--- src/design/prtt_pkg.sv ---
// Types, codes and constants of the peer range tracking table.
package prtt_pkg;
  localparam int DEPTH  = 8;
  localparam int IDX_W  = 3;
  localparam int CNT_W  = 4;
  localparam int DIST_W = 20;
  localparam int KEY_W  = 56;
  localparam int LIFE_W = 16;
  localparam int DU_W   = DIST_W - 1;

  localparam logic [1:0] MODE_ADD  = 2'd0;
  localparam logic [1:0] MODE_MEAS = 2'd1;
  localparam logic [1:0] MODE_TICK = 2'd2;

  localparam logic [1:0] EV_ADD    = 2'd0;
  localparam logic [1:0] EV_MEAS   = 2'd1;
  localparam logic [1:0] EV_EXPIRE = 2'd2;

  localparam logic [1:0] CFG_LIFETIME = 2'd0;
  localparam logic [1:0] CFG_TICK     = 2'd1;
  localparam logic [1:0] CFG_RANGE    = 2'd2;
  localparam logic [1:0] CFG_PRECISE  = 2'd3;

  localparam logic [15:0] LIFETIME_RST = 16'd10000;
  localparam logic [15:0] TICK_RST     = 16'd500;
  localparam logic [7:0]  RANGE_RST    = 8'd50;

  localparam logic [22:0] DUTY_SCALE = 23'd6553500;
  localparam logic [23:0] RECIP_100  = 24'd10737419;

  typedef struct packed {
    logic [KEY_W-1:0]         key;
    logic [LIFE_W-1:0]        life;
    logic                     kind;
    logic signed [DIST_W-1:0] distance;
  } entry_t;

  typedef struct packed {
    logic                     start;
    logic                     present;
    logic signed [DIST_W-1:0] distance;
    logic [7:0]               range;
  } led_req_t;

  typedef enum logic [3:0] {
    S_IDLE, S_DISP, S_LRD, S_LCMP, S_ACT, S_ARD, S_ACMP,
    S_BRD, S_BCMP, S_LGO, S_LWAIT, S_OUT
  } state_t;
endpackage

--- src/design/prtt_led.sv ---
// LED duty unit: serial reciprocal of the range, then scale and divide by one hundred.
module prtt_led
  import prtt_pkg::*;
(
  input  logic           clk,
  input  logic           rst_n,
  input  led_req_t       req,
  output logic           done,
  output logic [15:0]    duty
);
  logic              busy_r;
  logic [4:0]        step_r;
  logic [DU_W-1:0]   du_r;
  logic [7:0]        r_r;
  logic [7:0]        rem_r;
  logic [15:0]       quo_r;
  logic [15:0]       sh_r;
  logic [34:0]       prod_r;
  logic [22:0]       x_r;
  logic [46:0]       y_r;
  logic [15:0]       duty_r;
  logic              done_r;
  logic [DU_W-1:0]   du_in;
  logic [8:0]        rem_t;
  logic              far;

  assign du_in = req.distance[DIST_W-1] ? '0 : req.distance[DU_W-1:0];
  assign far   = {1'b0, du_in} > DIST_W'(15'(req.range) * 15'd100);
  assign rem_t = {rem_r, sh_r[15]};

  always_ff @(posedge clk) begin
    if (!rst_n) begin
      busy_r <= 1'b0;
      done_r <= 1'b0;
      step_r <= '0;
    end else begin
      if (req.start) begin
        du_r  <= du_in;
        r_r   <= req.range;
        rem_r <= '0;
        quo_r <= '0;
        sh_r  <= 16'hFFFF;
        step_r <= '0;
        if (!req.present || far) begin
          duty_r <= '0;
          done_r <= 1'b1;
        end else if (req.range == 8'd0) begin
          duty_r <= 16'hFFFF;
          done_r <= 1'b1;
        end else begin
          done_r <= 1'b0;
          busy_r <= 1'b1;
        end
      end else if (busy_r) begin
        step_r <= step_r + 5'd1;
        done_r <= step_r > 5'd18;
        if (step_r < 5'd16) begin
          sh_r <= {sh_r[14:0], 1'b0};
          if (rem_t >= {1'b0, r_r}) begin
            rem_r <= 8'(rem_t - {1'b0, r_r});
            quo_r <= {quo_r[14:0], 1'b1};
          end else begin
            rem_r <= rem_t[7:0];
            quo_r <= {quo_r[14:0], 1'b0};
          end
        end else if (step_r == 5'd16) begin
          prod_r <= 35'(quo_r) * 35'(du_r);
        end else if (step_r == 5'd17) begin
          x_r <= DUTY_SCALE - prod_r[22:0];
        end else if (step_r == 5'd18) begin
          y_r <= 47'(x_r) * 47'(RECIP_100);
        end else begin
          duty_r <= y_r[45:30];
          busy_r <= 1'b0;
        end
      end else begin
        done_r <= 1'b0;
      end
    end
  end

  assign done = done_r;
  assign duty = duty_r;
endmodule

--- src/design/peer_range_tracking_table_core.sv ---
// Top level of the peer range tracking table: entry memory, sequencer and result register.
//
// Input words arrive on in_*; in_tuser carries the mode (add, measurement, tick).
// Result words leave on out_*; out_tuser carries the event, out_tlast marks the
// final result of an input word. Registers are to be written on cfg_* only while
// idle, which the block itself does not enforce; cfg_ready is always high.
// One input word is taken at a time. A lookup reads the entry memory one entry
// at a time, in states S_LRD and S_LCMP, before the LED computation of an add or
// measurement. A tick takes two passes over the memory, plus one LED computation
// per expired peer. A result with a closest peer in range waits in the LED unit
// for its serial reciprocal of the range; without one the reciprocal is skipped.
// Reset empties the table, clears the closest peer and loads the register
// defaults; the memory itself is not cleared. A stalled receiver holds the
// result register, and the sequencer waits before loading the next result.
module peer_range_tracking_table_core
  import prtt_pkg::*;
(
  input  logic         clk,
  input  logic         rst_n,
  input  logic         in_tvalid,
  output logic         in_tready,
  // peer_address[47:0], address_type[55:48], ranging_kind[56],
  // rtt_distance_mm[76:57], best_distance_mm[96:77],
  // precise_distance_mm[116:97], precise_valid[117]
  input  logic [119:0] in_tdata,
  // mode[1:0]
  input  logic [1:0]   in_tuser,
  output logic         out_tvalid,
  input  logic         out_tready,
  // add_status[0], led_duty[16:1], closest_present[17],
  // closest_slot[20:18], notify_slot[23:21]
  output logic [23:0]  out_tdata,
  // event_res[1:0]
  output logic [1:0]   out_tuser,
  output logic         out_tlast,
  input  logic         cfg_valid,
  output logic         cfg_ready,
  input  logic [1:0]   cfg_addr,
  input  logic [15:0]  cfg_data
);
  state_t state_r, state_nxt;

  entry_t mem [DEPTH];
  entry_t rd;
  entry_t mem_rdata_r;
  logic             mem_we;
  logic [IDX_W-1:0] mem_waddr, mem_raddr;
  entry_t           mem_wdata;

  logic [15:0] life_cfg_r, tick_cfg_r;
  logic [7:0]  range_r;
  logic        precise_r;

  logic [1:0]               mode_r;
  logic [KEY_W-1:0]         key_r;
  logic                     kind_r;
  logic signed [DIST_W-1:0] dist_r;
  logic                     fnd_r;

  logic [CNT_W-1:0] cnt_r, j_r, w_r, rmc_r;
  logic [DEPTH-1:0] meas_r, rm_r;
  logic [DEPTH-1:0]         suf_vld_r;
  logic [IDX_W-1:0]         suf_idx_r [DEPTH];
  logic signed [DIST_W-1:0] suf_dist_r [DEPTH];
  logic                     s_vld_r, p_vld_r, cl_vld_r;
  logic [IDX_W-1:0]         s_idx_r, p_idx_r, cl_idx_r;
  logic signed [DIST_W-1:0] s_dist_r, p_dist_r, cl_dist_r;

  logic [1:0]       ev_r;
  logic             st_r, last_r, ret_tick_r;
  logic [IDX_W-1:0] slot_r;

  logic        out_vld_r;
  logic [23:0] out_data_r;
  logic [1:0]  out_user_r;
  logic        out_last_r;

  led_req_t    led_req;
  logic        led_done;
  logic [15:0] led_duty;

  logic [IDX_W-1:0] jx, wx;
  logic             cand, rmb, tail_rm, out_load;
  logic [DEPTH-1:0] above;
  logic [CNT_W-1:0] s_pos;
  logic signed [DIST_W-1:0] in_dist;

  assign jx = j_r[IDX_W-1:0];
  assign wx = w_r[IDX_W-1:0];
  assign rd = mem_rdata_r;

  assign cand = meas_r[jx] && rd.kind;
  assign rmb  = !(rd.life > tick_cfg_r);
  assign s_pos = {1'b0, suf_idx_r[jx]} - rmc_r - CNT_W'(1);
  assign out_load = (state_r == S_OUT) && (!out_vld_r || out_tready);

  always_comb begin
    for (int k = 0; k < DEPTH; k++) begin
      above[k] = (CNT_W'(k) > j_r) && (CNT_W'(k) < cnt_r);
    end
    tail_rm = |(rm_r & above);
  end

  always_comb begin
    if (!in_tdata[56]) begin
      in_dist = in_tdata[76:57];
    end else if (precise_r && in_tdata[117]) begin
      in_dist = in_tdata[116:97];
    end else begin
      in_dist = in_tdata[96:77];
    end
  end

  always_comb begin
    state_nxt = state_r;
    case (state_r)
      S_IDLE: if (in_tvalid) state_nxt = S_DISP;
      S_DISP: begin
        if (mode_r == MODE_ADD || mode_r == MODE_MEAS) begin
          state_nxt = S_LRD;
        end else if (mode_r == MODE_TICK && cnt_r != '0) begin
          state_nxt = S_ARD;
        end else begin
          state_nxt = S_IDLE;
        end
      end
      S_LRD:  state_nxt = (j_r == cnt_r) ? S_ACT : S_LCMP;
      S_LCMP: state_nxt = (rd.key == key_r) ? S_ACT : S_LRD;
      S_ACT:  state_nxt = (mode_r == MODE_MEAS && !fnd_r) ? S_IDLE : S_LGO;
      S_ARD:  state_nxt = S_ACMP;
      S_ACMP: state_nxt = (j_r == '0) ? S_BRD : S_ARD;
      S_BRD:  state_nxt = (j_r == cnt_r) ? S_IDLE : S_BCMP;
      S_BCMP: state_nxt = rm_r[jx] ? S_LGO : S_BRD;
      S_LGO:  state_nxt = S_LWAIT;
      S_LWAIT: if (led_done) state_nxt = S_OUT;
      S_OUT: begin
        if (out_load) state_nxt = ret_tick_r ? S_BRD : S_IDLE;
      end
      default: state_nxt = S_IDLE;
    endcase
  end

  always_comb begin
    in_tready = 1'b0;
    mem_we    = 1'b0;
    mem_waddr = wx;
    mem_raddr = jx;
    mem_wdata = rd;
    led_req.start    = 1'b0;
    led_req.present  = cl_vld_r;
    led_req.distance = cl_dist_r;
    led_req.range    = range_r;
    case (state_r)
      S_IDLE: in_tready = 1'b1;
      S_ACT: begin
        if (mode_r == MODE_ADD && !fnd_r && cnt_r != CNT_W'(DEPTH)) begin
          mem_we    = 1'b1;
          mem_waddr = cnt_r[IDX_W-1:0];
          mem_wdata = '{key: key_r, life: life_cfg_r, kind: 1'b0, distance: '0};
        end else if (mode_r == MODE_MEAS && fnd_r) begin
          mem_we    = 1'b1;
          mem_waddr = jx;
          mem_wdata = '{key: key_r, life: life_cfg_r, kind: kind_r, distance: dist_r};
        end
      end
      S_BCMP: begin
        if (!rm_r[jx]) begin
          mem_we    = 1'b1;
          mem_waddr = wx;
          mem_wdata = '{key: rd.key, life: rd.life - tick_cfg_r, kind: rd.kind,
                        distance: rd.distance};
        end
      end
      S_LGO: led_req.start = 1'b1;
      default: ;
    endcase
  end

  always_ff @(posedge clk) begin
    if (mem_we) mem[mem_waddr] <= mem_wdata;
    mem_rdata_r <= mem[mem_raddr];
  end

  always_ff @(posedge clk) begin
    if (!rst_n) begin
      state_r    <= S_IDLE;
      life_cfg_r <= LIFETIME_RST;
      tick_cfg_r <= TICK_RST;
      range_r    <= RANGE_RST;
      precise_r  <= 1'b0;
      cnt_r      <= '0;
      meas_r     <= '0;
      cl_vld_r   <= 1'b0;
      out_vld_r  <= 1'b0;
    end else begin
      state_r <= state_nxt;
      if (cfg_valid) begin
        case (cfg_addr)
          CFG_LIFETIME: life_cfg_r <= cfg_data;
          CFG_TICK:     tick_cfg_r <= cfg_data;
          CFG_RANGE:    range_r    <= cfg_data[7:0];
          CFG_PRECISE:  precise_r  <= cfg_data[0];
          default: ;
        endcase
      end
      if (out_load) begin
        out_vld_r  <= 1'b1;
        out_user_r <= ev_r;
        out_last_r <= last_r;
        out_data_r <= {slot_r, cl_vld_r ? cl_idx_r : IDX_W'(0), cl_vld_r, led_duty, st_r};
      end else if (out_tready) begin
        out_vld_r <= 1'b0;
      end
      case (state_r)
        S_IDLE: begin
          if (in_tvalid) begin
            mode_r <= in_tuser;
            key_r  <= in_tdata[55:0];
            kind_r <= in_tdata[56];
            dist_r <= in_dist;
          end
        end
        S_DISP: begin
          j_r        <= (mode_r == MODE_TICK) ? cnt_r - CNT_W'(1) : '0;
          fnd_r      <= 1'b0;
          s_vld_r    <= 1'b0;
          p_vld_r    <= 1'b0;
          w_r        <= '0;
          rmc_r      <= '0;
          ret_tick_r <= (mode_r == MODE_TICK);
        end
        S_LCMP: begin
          if (rd.key == key_r) fnd_r <= 1'b1;
          else j_r <= j_r + CNT_W'(1);
        end
        S_ACT: begin
          ev_r   <= (mode_r == MODE_MEAS) ? EV_MEAS : EV_ADD;
          last_r <= 1'b1;
          if (mode_r == MODE_ADD && !fnd_r && cnt_r == CNT_W'(DEPTH)) begin
            st_r   <= 1'b1;
            slot_r <= '0;
          end else if (mode_r == MODE_ADD && !fnd_r) begin
            st_r   <= 1'b0;
            slot_r <= cnt_r[IDX_W-1:0];
            meas_r[cnt_r[IDX_W-1:0]] <= 1'b0;
            cnt_r <= cnt_r + CNT_W'(1);
          end else begin
            st_r   <= 1'b0;
            slot_r <= jx;
            if (mode_r == MODE_MEAS && fnd_r) begin
              meas_r[jx] <= 1'b1;
              if (!kind_r) begin
                if (cl_idx_r == jx) cl_vld_r <= 1'b0;
              end else if (!cl_vld_r || cl_idx_r == jx || !(cl_dist_r < dist_r)) begin
                cl_vld_r  <= 1'b1;
                cl_idx_r  <= jx;
                cl_dist_r <= dist_r;
              end
            end
          end
        end
        S_ACMP: begin
          rm_r[jx]       <= rmb;
          suf_vld_r[jx]  <= s_vld_r;
          suf_idx_r[jx]  <= s_idx_r;
          suf_dist_r[jx] <= s_dist_r;
          if (cand && (!s_vld_r || rd.distance < s_dist_r)) begin
            s_vld_r  <= 1'b1;
            s_idx_r  <= jx;
            s_dist_r <= rd.distance;
          end
          j_r <= (j_r == '0) ? '0 : j_r - CNT_W'(1);
        end
        S_BRD: begin
          if (j_r == cnt_r) begin
            cnt_r <= w_r;
            for (int k = 0; k < DEPTH; k++) begin
              if (CNT_W'(k) >= w_r) meas_r[k] <= 1'b0;
            end
          end
        end
        S_BCMP: begin
          j_r <= j_r + CNT_W'(1);
          if (!rm_r[jx]) begin
            meas_r[wx] <= meas_r[jx];
            w_r <= w_r + CNT_W'(1);
            if (cand && (!p_vld_r || rd.distance <= p_dist_r)) begin
              p_vld_r  <= 1'b1;
              p_idx_r  <= wx;
              p_dist_r <= rd.distance;
            end
          end else begin
            ev_r   <= EV_EXPIRE;
            st_r   <= 1'b0;
            slot_r <= wx;
            last_r <= !tail_rm;
            rmc_r  <= rmc_r + CNT_W'(1);
            if (suf_vld_r[jx] && (!p_vld_r || suf_dist_r[jx] <= p_dist_r)) begin
              cl_vld_r  <= 1'b1;
              cl_idx_r  <= s_pos[IDX_W-1:0];
              cl_dist_r <= suf_dist_r[jx];
            end else begin
              cl_vld_r  <= p_vld_r;
              cl_idx_r  <= p_idx_r;
              cl_dist_r <= p_dist_r;
            end
          end
        end
        default: ;
      endcase
    end
  end

  prtt_led u_led (
    .clk   (clk),
    .rst_n (rst_n),
    .req   (led_req),
    .done  (led_done),
    .duty  (led_duty)
  );

  assign cfg_ready  = 1'b1;
  assign out_tvalid = out_vld_r;
  assign out_tdata  = out_data_r;
  assign out_tuser  = out_user_r;
  assign out_tlast  = out_last_r;
endmodule

--- config.mk ---
export PLATFORM = sky130hd
export DESIGN_NAME = peer_range_tracking_table_core
export DESIGN_NICKNAME = d
export VERILOG_FILES = /design/src/design/prtt_pkg.sv /design/src/design/prtt_led.sv /design/src/design/peer_range_tracking_table_core.sv
export SDC_FILE = /design/constraint.sdc
export NUM_CORES = 2
export LEC_CHECK = 0
export ABC_CLOCK_PERIOD_IN_PS = 11060
export BUFFER_PORTS_ARGS = -buffer_cell sky130_fd_sc_hd__buf_2
export CAP_MARGIN = 10
export CORE_AREA = 5 5 356 392
export DETAILED_ROUTE_END_ITERATION = 16
export DIE_AREA = 0 0 361 397
export PLACE_DENSITY_LB_ADDON = 0.15
export SLEW_MARGIN = 20
export SYNTH_ARGS = -nofsm -noshare
export SYNTH_HDL_FRONTEND = slang
export SYNTH_SLANG_ARGS = --single-unit
--- constraint.sdc ---
create_clock -name clk -period 11.06 [get_ports clk]
set_input_delay 2.212 -clock clk [delete_from_list [all_inputs] [get_ports clk]]
set_output_delay 2.212 -clock clk [all_outputs]
set_load 0.005 [all_outputs]
After elaboration in Yosys (flattened, before gate mapping)
Memories as Yosys holds them, arrays and structs flattened. A register that Yosys moved wholly into a read port is not among the register bits.
Cells that the tools add are included.
- eq/ne operators: 58
- $mul: 3
- add/subtract/negate cells: 12
- multiplexer cells: 151
- reductions and logical operators: 93
- bitwise operators: 10
- order comparisons: 39
- operators with widths (cell ; number):
    two-way mux 16 bit ; 12
    two-way mux 93 bit ; 2
    one-hot mux 93 bit (2 select lines) ; 1
    two-way mux 20 bit ; 9
    two-way mux 8 bit ; 8
    two-way mux 3 bit ; 20
    inequality test 2 bit (second input constant) ; 29
    equality test 56 bit ; 1
    two-way mux 4 bit ; 14
    two-way mux 1 bit ; 55
    AND reduction 6 bit ; 9
    one-hot mux 4 bit (12 select lines) ; 1
    multiplier 23 x 24 -> 46 bit (second input constant) ; 1
    <= comparator 20 bit ; 2
    < comparator 20 bit ; 2
    one-hot mux 20 bit (2 select lines) ; 1
    two-way mux 37 bit ; 1
    AND reduction 3 bit ; 10
    bitwise mux 8 bit ; 3
    one-hot mux 4 bit (2 select lines) ; 3
    one-hot mux 8 bit (3 select lines) ; 1
    logical AND 1 bit ; 23
    multiplier 16 x 19 -> 23 bit ; 1
    subtractor 23 bit (first input constant) ; 1
    64 further kinds ; 156
- memories: 3
- bits in registers: 455
- memory bits (writable): 928
- output and inout bits: 30
- logic and storage cells: 424
- memory list (name ; depth ; bits a word ; read ports ; clocked after memory_dff ; write ports ; line ; text):
    mem ; 8 ; 93 ; 1 ; 1 ; 1 ; peer_range_tracking_table_core.sv:43 ; entry_t mem [DEPTH];
    suf_dist_r ; 8 ; 20 ; 1 ; 1 ; 1 ; peer_range_tracking_table_core.sv:64 ; logic signed [DIST_W-1:0] suf_dist_r [DEPTH];
    suf_idx_r ; 8 ; 3 ; 1 ; 1 ; 1 ; peer_range_tracking_table_core.sv:63 ; logic [IDX_W-1:0] suf_idx_r [DEPTH];

Depth between registers and ports, before layout
- word-level depth: 9
- mapped depth: 26

Hierarchy
Synthesis repeated with hierarchy kept, for this count alone.
- cell total of the unflattened synthesis: 5583
- area, all modules: 74044.8 um^2
- by module, submodules not included (module ; cells each ; instances ; area each (um^2)):
    peer_range_tracking_table_core ; 3345 ; 1 ; 50968.9
    prtt_led ; 2238 ; 1 ; 23075.9

Worst setup path after synthesis
Ideal clock, no wire load.
- path kind: flip-flop to flip-flop
- start point: register cnt_r[0]
- end point: memory mem[0][0] in the netlist's numbering (enable)
- stages on the path, launching flop included: 10
- data required time: 10.514 ns
- setup time: 0.546 ns
- slack: 4.448 ns
- arrival: 6.066 ns
- cell sequence: dfxtp_1 > clkbuf_1 > inv_1 > ha_1 > a31oi_1 > o31ai_1 > or2_1 > clkbuf_1 > nand2b_1 > nor2_1
- longest elaborated chain between the ends: 6
- elaborated cells between the ends (all ways): 8
- classes of those cells: eq/ne: 1; mux: 6; reduce/logical: 1
- ends and longest elaborated chain (what ; line ; text):
    start, declared ; peer_range_tracking_table_core.sv:60 ; logic [CNT_W-1:0] cnt_r, j_r, w_r, rmc_r;
    start signal, assigned ; peer_range_tracking_table_core.sv:246 ; cnt_r <= cnt_r + CNT_W'(1);
    start signal, assigned ; peer_range_tracking_table_core.sv:276 ; cnt_r <= w_r;
    inequality test 4 bit ; peer_range_tracking_table_core.sv:156 ; if (mode_r == MODE_ADD && !fnd_r && cnt_r != CNT_W'(DEPTH)) begin
    logical AND 1 bit ; peer_range_tracking_table_core.sv:156 ;
    two-way mux 1 bit ; peer_range_tracking_table_core.sv:156 ;
    one-hot mux 1 bit (2 select lines) ; peer_range_tracking_table_core.sv:153 ; case (state_r)
    two-way mux 1 bit ; peer_range_tracking_table_core.sv:180 ; if (mem_we) mem[mem_waddr] <= mem_wdata;
    two-way mux 1 bit (not written as such) ; peer_range_tracking_table_core.sv:180 ;
    end, declared ; peer_range_tracking_table_core.sv:43 ;
Parallel ways exist; a longest one is shown, timed or not.

Worst setup path after layout
- start point: register u_led.x_r[4]
- end point: register u_led.y_r[43] (data pin)
- longest elaborated chain between the ends: 1
- ends and longest elaborated chain (what ; line ; text):
    start, declared ; prtt_led.sv:19 ; logic [22:0] x_r;
    start signal, assigned ; prtt_led.sv:69 ; x_r <= DUTY_SCALE - prod_r[22:0];
    multiplier 23 x 24 -> 46 bit ; prtt_led.sv:71 ; y_r <= 47'(x_r) * 47'(RECIP_100);
    end signal, assigned ; prtt_led.sv:71 ;
    end, declared ; prtt_led.sv:20 ; logic [46:0] y_r;
No other way between the ends.
A chain may end at the register's enable or synchronous reset.

==> impl_results.md <==
* Crit path max-delay cell type: edfxtp_1
* Layout area overhead at 10.69%
* Syn Nets at 6516
* Nets at 6694
* CP required at ~12 ns
* RSZ-0062 raised after global routing: no
* Via Count at 44340
* Sw frac at 21.85%
* Crit path top cell by count: fa_1
* Multi-input gate area at 0.02870 sq mm
* Critical R2R Launch: u_led.x_r[4]
* # IOs at 175
* Final Setup Violations at 0
* Post-CTS Resized at 0
* Gr ovfl total at 0
* Register area at 0.04186 sq mm
* FFs w/ async S/R, synth at 0%
* DRC viols at 0
* Mux cell area share after synthesis at under 10%
* Max H-tree Level at 4
* Syn Inst Count at 5536
* Post-synth EDFFs at 1286
* Hold_sp: u_led.duty[0]
* Clock sink total at 1448
* Height of the die at between 300 and 400 um
* Detailed Routing Iterations Pass 1 at 5
* Share of the yosys chip area belonging to registers at around 57%
* Vias in the first global route at 45820
* Later-pin clock latency in the skew report at 0.78 ns
* DP Worst Slack at around 3.6 ns
* R2R Setup Slk at 3.61 ns
* Setup ws final at between 3 and 4 ns
* WHS at 0.4184 ns
* Synth Area in Adders at between 10% and 20%
* Pwr per Cell Area at approximately 140 mW/mm^2
* Cell variety after synth at 74
* Max-slew violation count at 0
* Root Buffer: clkbuf_16
* Routed len/inst at 23.69 um
* Largest family of logic cells by synthesized area: adder cells
* Clock skew at 0.03465 ns
* Total core area at 0.1354 sq mm
* Number of cell instances on the worst register-to-register path at 22
* Clk network pwr share at 42.7%
* Initial DRC count at 3581
* Reg2reg end: u_led.y_r[43]
* HP Class: reg -> reg
* Flop pwr share at 52.7%
* Worst-path clk slew at 0.06 ns
* CP Capture Type: flip-flop
* Worst slew margin at 23.32%
* Global-route wire length before repair at 276400 um
* Period Utilization, post-route at 67.36%
* Post-synth top area share at 52.38%
* P_int at 8989 uW
* Synthesized area per cell at around 13 sq um
* Leak at 0.03206 uW
* Synth Area in Simple Gates at between 7 and 8%
* Fin crit period at 7.450 ns
* XOR/XNOR Fraction of Synth Area at 2.055%
* Synth area leaders: edfxtp_1, fa_1, ha_1, dfxtp_1, inv_1
* Row Count at 142
* Post-place instance area at roughly 0.077 sq mm
* Area leader, netlist: edfxtp_1
* Final cell count without fillers at 7642
* Routed Wire Length at 181000 um
* Global Route Usage Sum at approximately a quarter
* Combinational group share of total power at 4.7%
* CP Data Arrival Time at 7.96 ns
* Max Clk Rate at 134.2 MHz
* CP Cell Sequence: fa_1, fa_1, inv_1, fa_1, inv_1, fa_1, fa_1, fa_1, inv_1, fa_1, inv_1, ha_1, nand4_1, a21oi_1, o41ai_1, a31oi_1, a21oi_1, o211a_1, nor3_1, a31oi_1, nor2b_1, xnor2_1
* Initial antenna violation count at 12
* Crit path largest cell delay at 0.65 ns
* Crit path launch type: flip-flop
* Crit path max fanout at 8
* Status: complete, no violations
* Antenna violation net count after detailed routing at 0
* Setup Buffers After CTS at 0
* Fillers at about 11000
* Placer's final routability congestion estimate at approximately 0.91
* Setup TNS at 0 ns
* Placed insts at between 7000 and 8000
* Num CTS Buffers at between 100 and 150
* TritonCTS clock tree: yes
* Via-to-Cell Ratio at 5.802
* Max-cap viol count at 0
* Initial core utilization at 54.45%
* Compound-cell area share of the yosys netlist at 8.347%
* Hold Fails Final Rpt at 0
* Synth Register Bits at between 1000 and 1500
* Design area at between 0.08 and 0.09 sq mm
* HPWL Detailed at 118400 um
* Pin count of the biggest net entering global routing at 94
* Sink of the worst hold path: out_tdata[1]
* CTS Hold Bufs at 0
* Maximum VDD drop at 0.1726 mV
* NetSw at 2514 uW
* Post-synth top cells: edfxtp_1, inv_1, nand2_1, ha_1, fa_1
* Worst slew pin tran at 1.141 ns
* Clk buf depth at 3
* Top_reg_cell synth: edfxtp_1
* Hold depth at 0
* Cell with the most instances after synthesis: edfxtp_1
* Area of the mapped netlist at 0.07372 sq mm
* Synthesis Warnings at 0
* Port Buffers at 171
* Critical path class: reg -> reg
* Layout cells sized above 1 at 10.41%
* Die area at 0.1433 sq mm
* Die X at 361 um
-- cell families (layout without fill, tap and decap cells) --
| family | after synthesis | after routing |
|---|---|---|
| flops | 1448 | 1448 |
| simple gates | 1154 | 1154 |
| buf+inv | 896 | 1199 |
| compound gates | 885 | 885 |
| fa+ha+maj | 835 | 835 |
| xor+xnor | 173 | 173 |
| mux | 144 | 144 |
| other cells | 1 | 4 |
-- critical path, delay by kind of cell (launching register included) --
family / cells / cell delay (ns)
flops: 1 / 0.65
simple gates: 3 / 0.76
xor+xnor: 1 / 0.12
compound gates: 6 / 1.52
fa+ha+maj: 8 / 3.93
buf+inv: 4 / 0.20
-- per-stage QoR --
step / util, % / total power, uW
3_3_place_gp: 56.73 / 6698
2_1_floorplan: - / 6502
3_5_place_dp: 56.73 / 6709
4_1_cts: 60.27 / 11590
6_report: 60.28 / 11500
5_1_grt: 60.27 / 11890
-- flip-flops by register name, summed over array words and instances, names as in the netlist, 16 cells and up, named ones only --
name          cells
mem             744
suf_dist_r      160
mem_rdata_r      93
key_r            56
out_tdata        24
suf_idx_r        24
u_led.prod_r     23
u_led.x_r        23
cl_dist_r        20
dist_r           20
p_dist_r         20
s_dist_r         20
u_led.du_r       19
life_cfg_r       16
tick_cfg_r       16
u_led.duty       16
u_led.quo_r      16
u_led.sh_r       16
u_led.y_r        16
-- final cells by class --
class,count,area share [%]
Antenna cell,3,0.009199
Multi-Input combinational cell,3192,35.16
Timing Repair Buffer,248,1.772
Sequential cell,1448,51.30
Clock buffer,202,5.009
Tap cell,1800,2.760
Clock inverter,72,0.8724
Inverter,677,3.114
-- worst max-delay path by stage --
| stage | end | cells after the start | slack (ns) | startpoint |
|---|---|---|---|---|
| final | u_led.y_r[43] | 22 | 3.61 | u_led.x_r[4] |
| after global routing | u_led.y_r[43] | 22 | 3.27 | u_led.x_r[4] |
| after CTS | u_led.y_r[43] | 22 | 3.57 | u_led.x_r[4] |
| after detailed placement | u_led.y_r[43] | 22 | 3.60 | u_led.x_r[4] |
| after global placement | u_led.y_r[45] | 22 | 3.66 | u_led.x_r[3] |
| after floorplan | mem[0][0] | 9 | 4.45 | cnt_r[0] |
-- placed cells by master, fill, tap and decap left out, types with 28 or more instances in the layout --
| cell | n |
|---|---|
| edfxtp_1 | 1286 |
| inv_1 | 674 |
| nand2_1 | 530 |
| ha_1 | 462 |
| fa_1 | 373 |
| a22oi_1 | 326 |
| buf_2 | 171 |
| dfxtp_1 | 159 |
| clkbuf_16 | 149 |
| nor2_1 | 145 |
| a21oi_1 | 144 |
| xor2_1 | 96 |
| nand4_1 | 95 |
| and2_1 | 94 |
| o21ai_0 | 94 |
| xnor2_1 | 77 |
| buf_4 | 76 |
| a21o_1 | 70 |
| mux2i_1 | 65 |
| nand3_1 | 64 |
| nor2b_1 | 54 |
| mux4_2 | 53 |
| a22o_1 | 41 |
| a221oi_1 | 37 |
| clkbuf_1 | 37 |
| nand2b_1 | 33 |
| nor3_1 | 28 |
-- layer usage --
layer	global-route usage [%]	vias up	routed length [um]
li1	-	20170	-
met1	32.50	22360	71860
met2	44.70	1482	91990
met3	3.884	320	11350
met4	7.833	6	5799
met5	0	-	41
-- power by group through the flow --
stage                     logic (uW)  clock network [uW]  registers, uW
after global routing             590                5240           6060
after detailed placement         534                   0           6170
after CTS                        540                5000           6060
final                            535                4910           6060
after global placement           525                   0           6170
after floorplan                  360                   0           6140
Note: power is estimated with default switching activity, not from simulation.
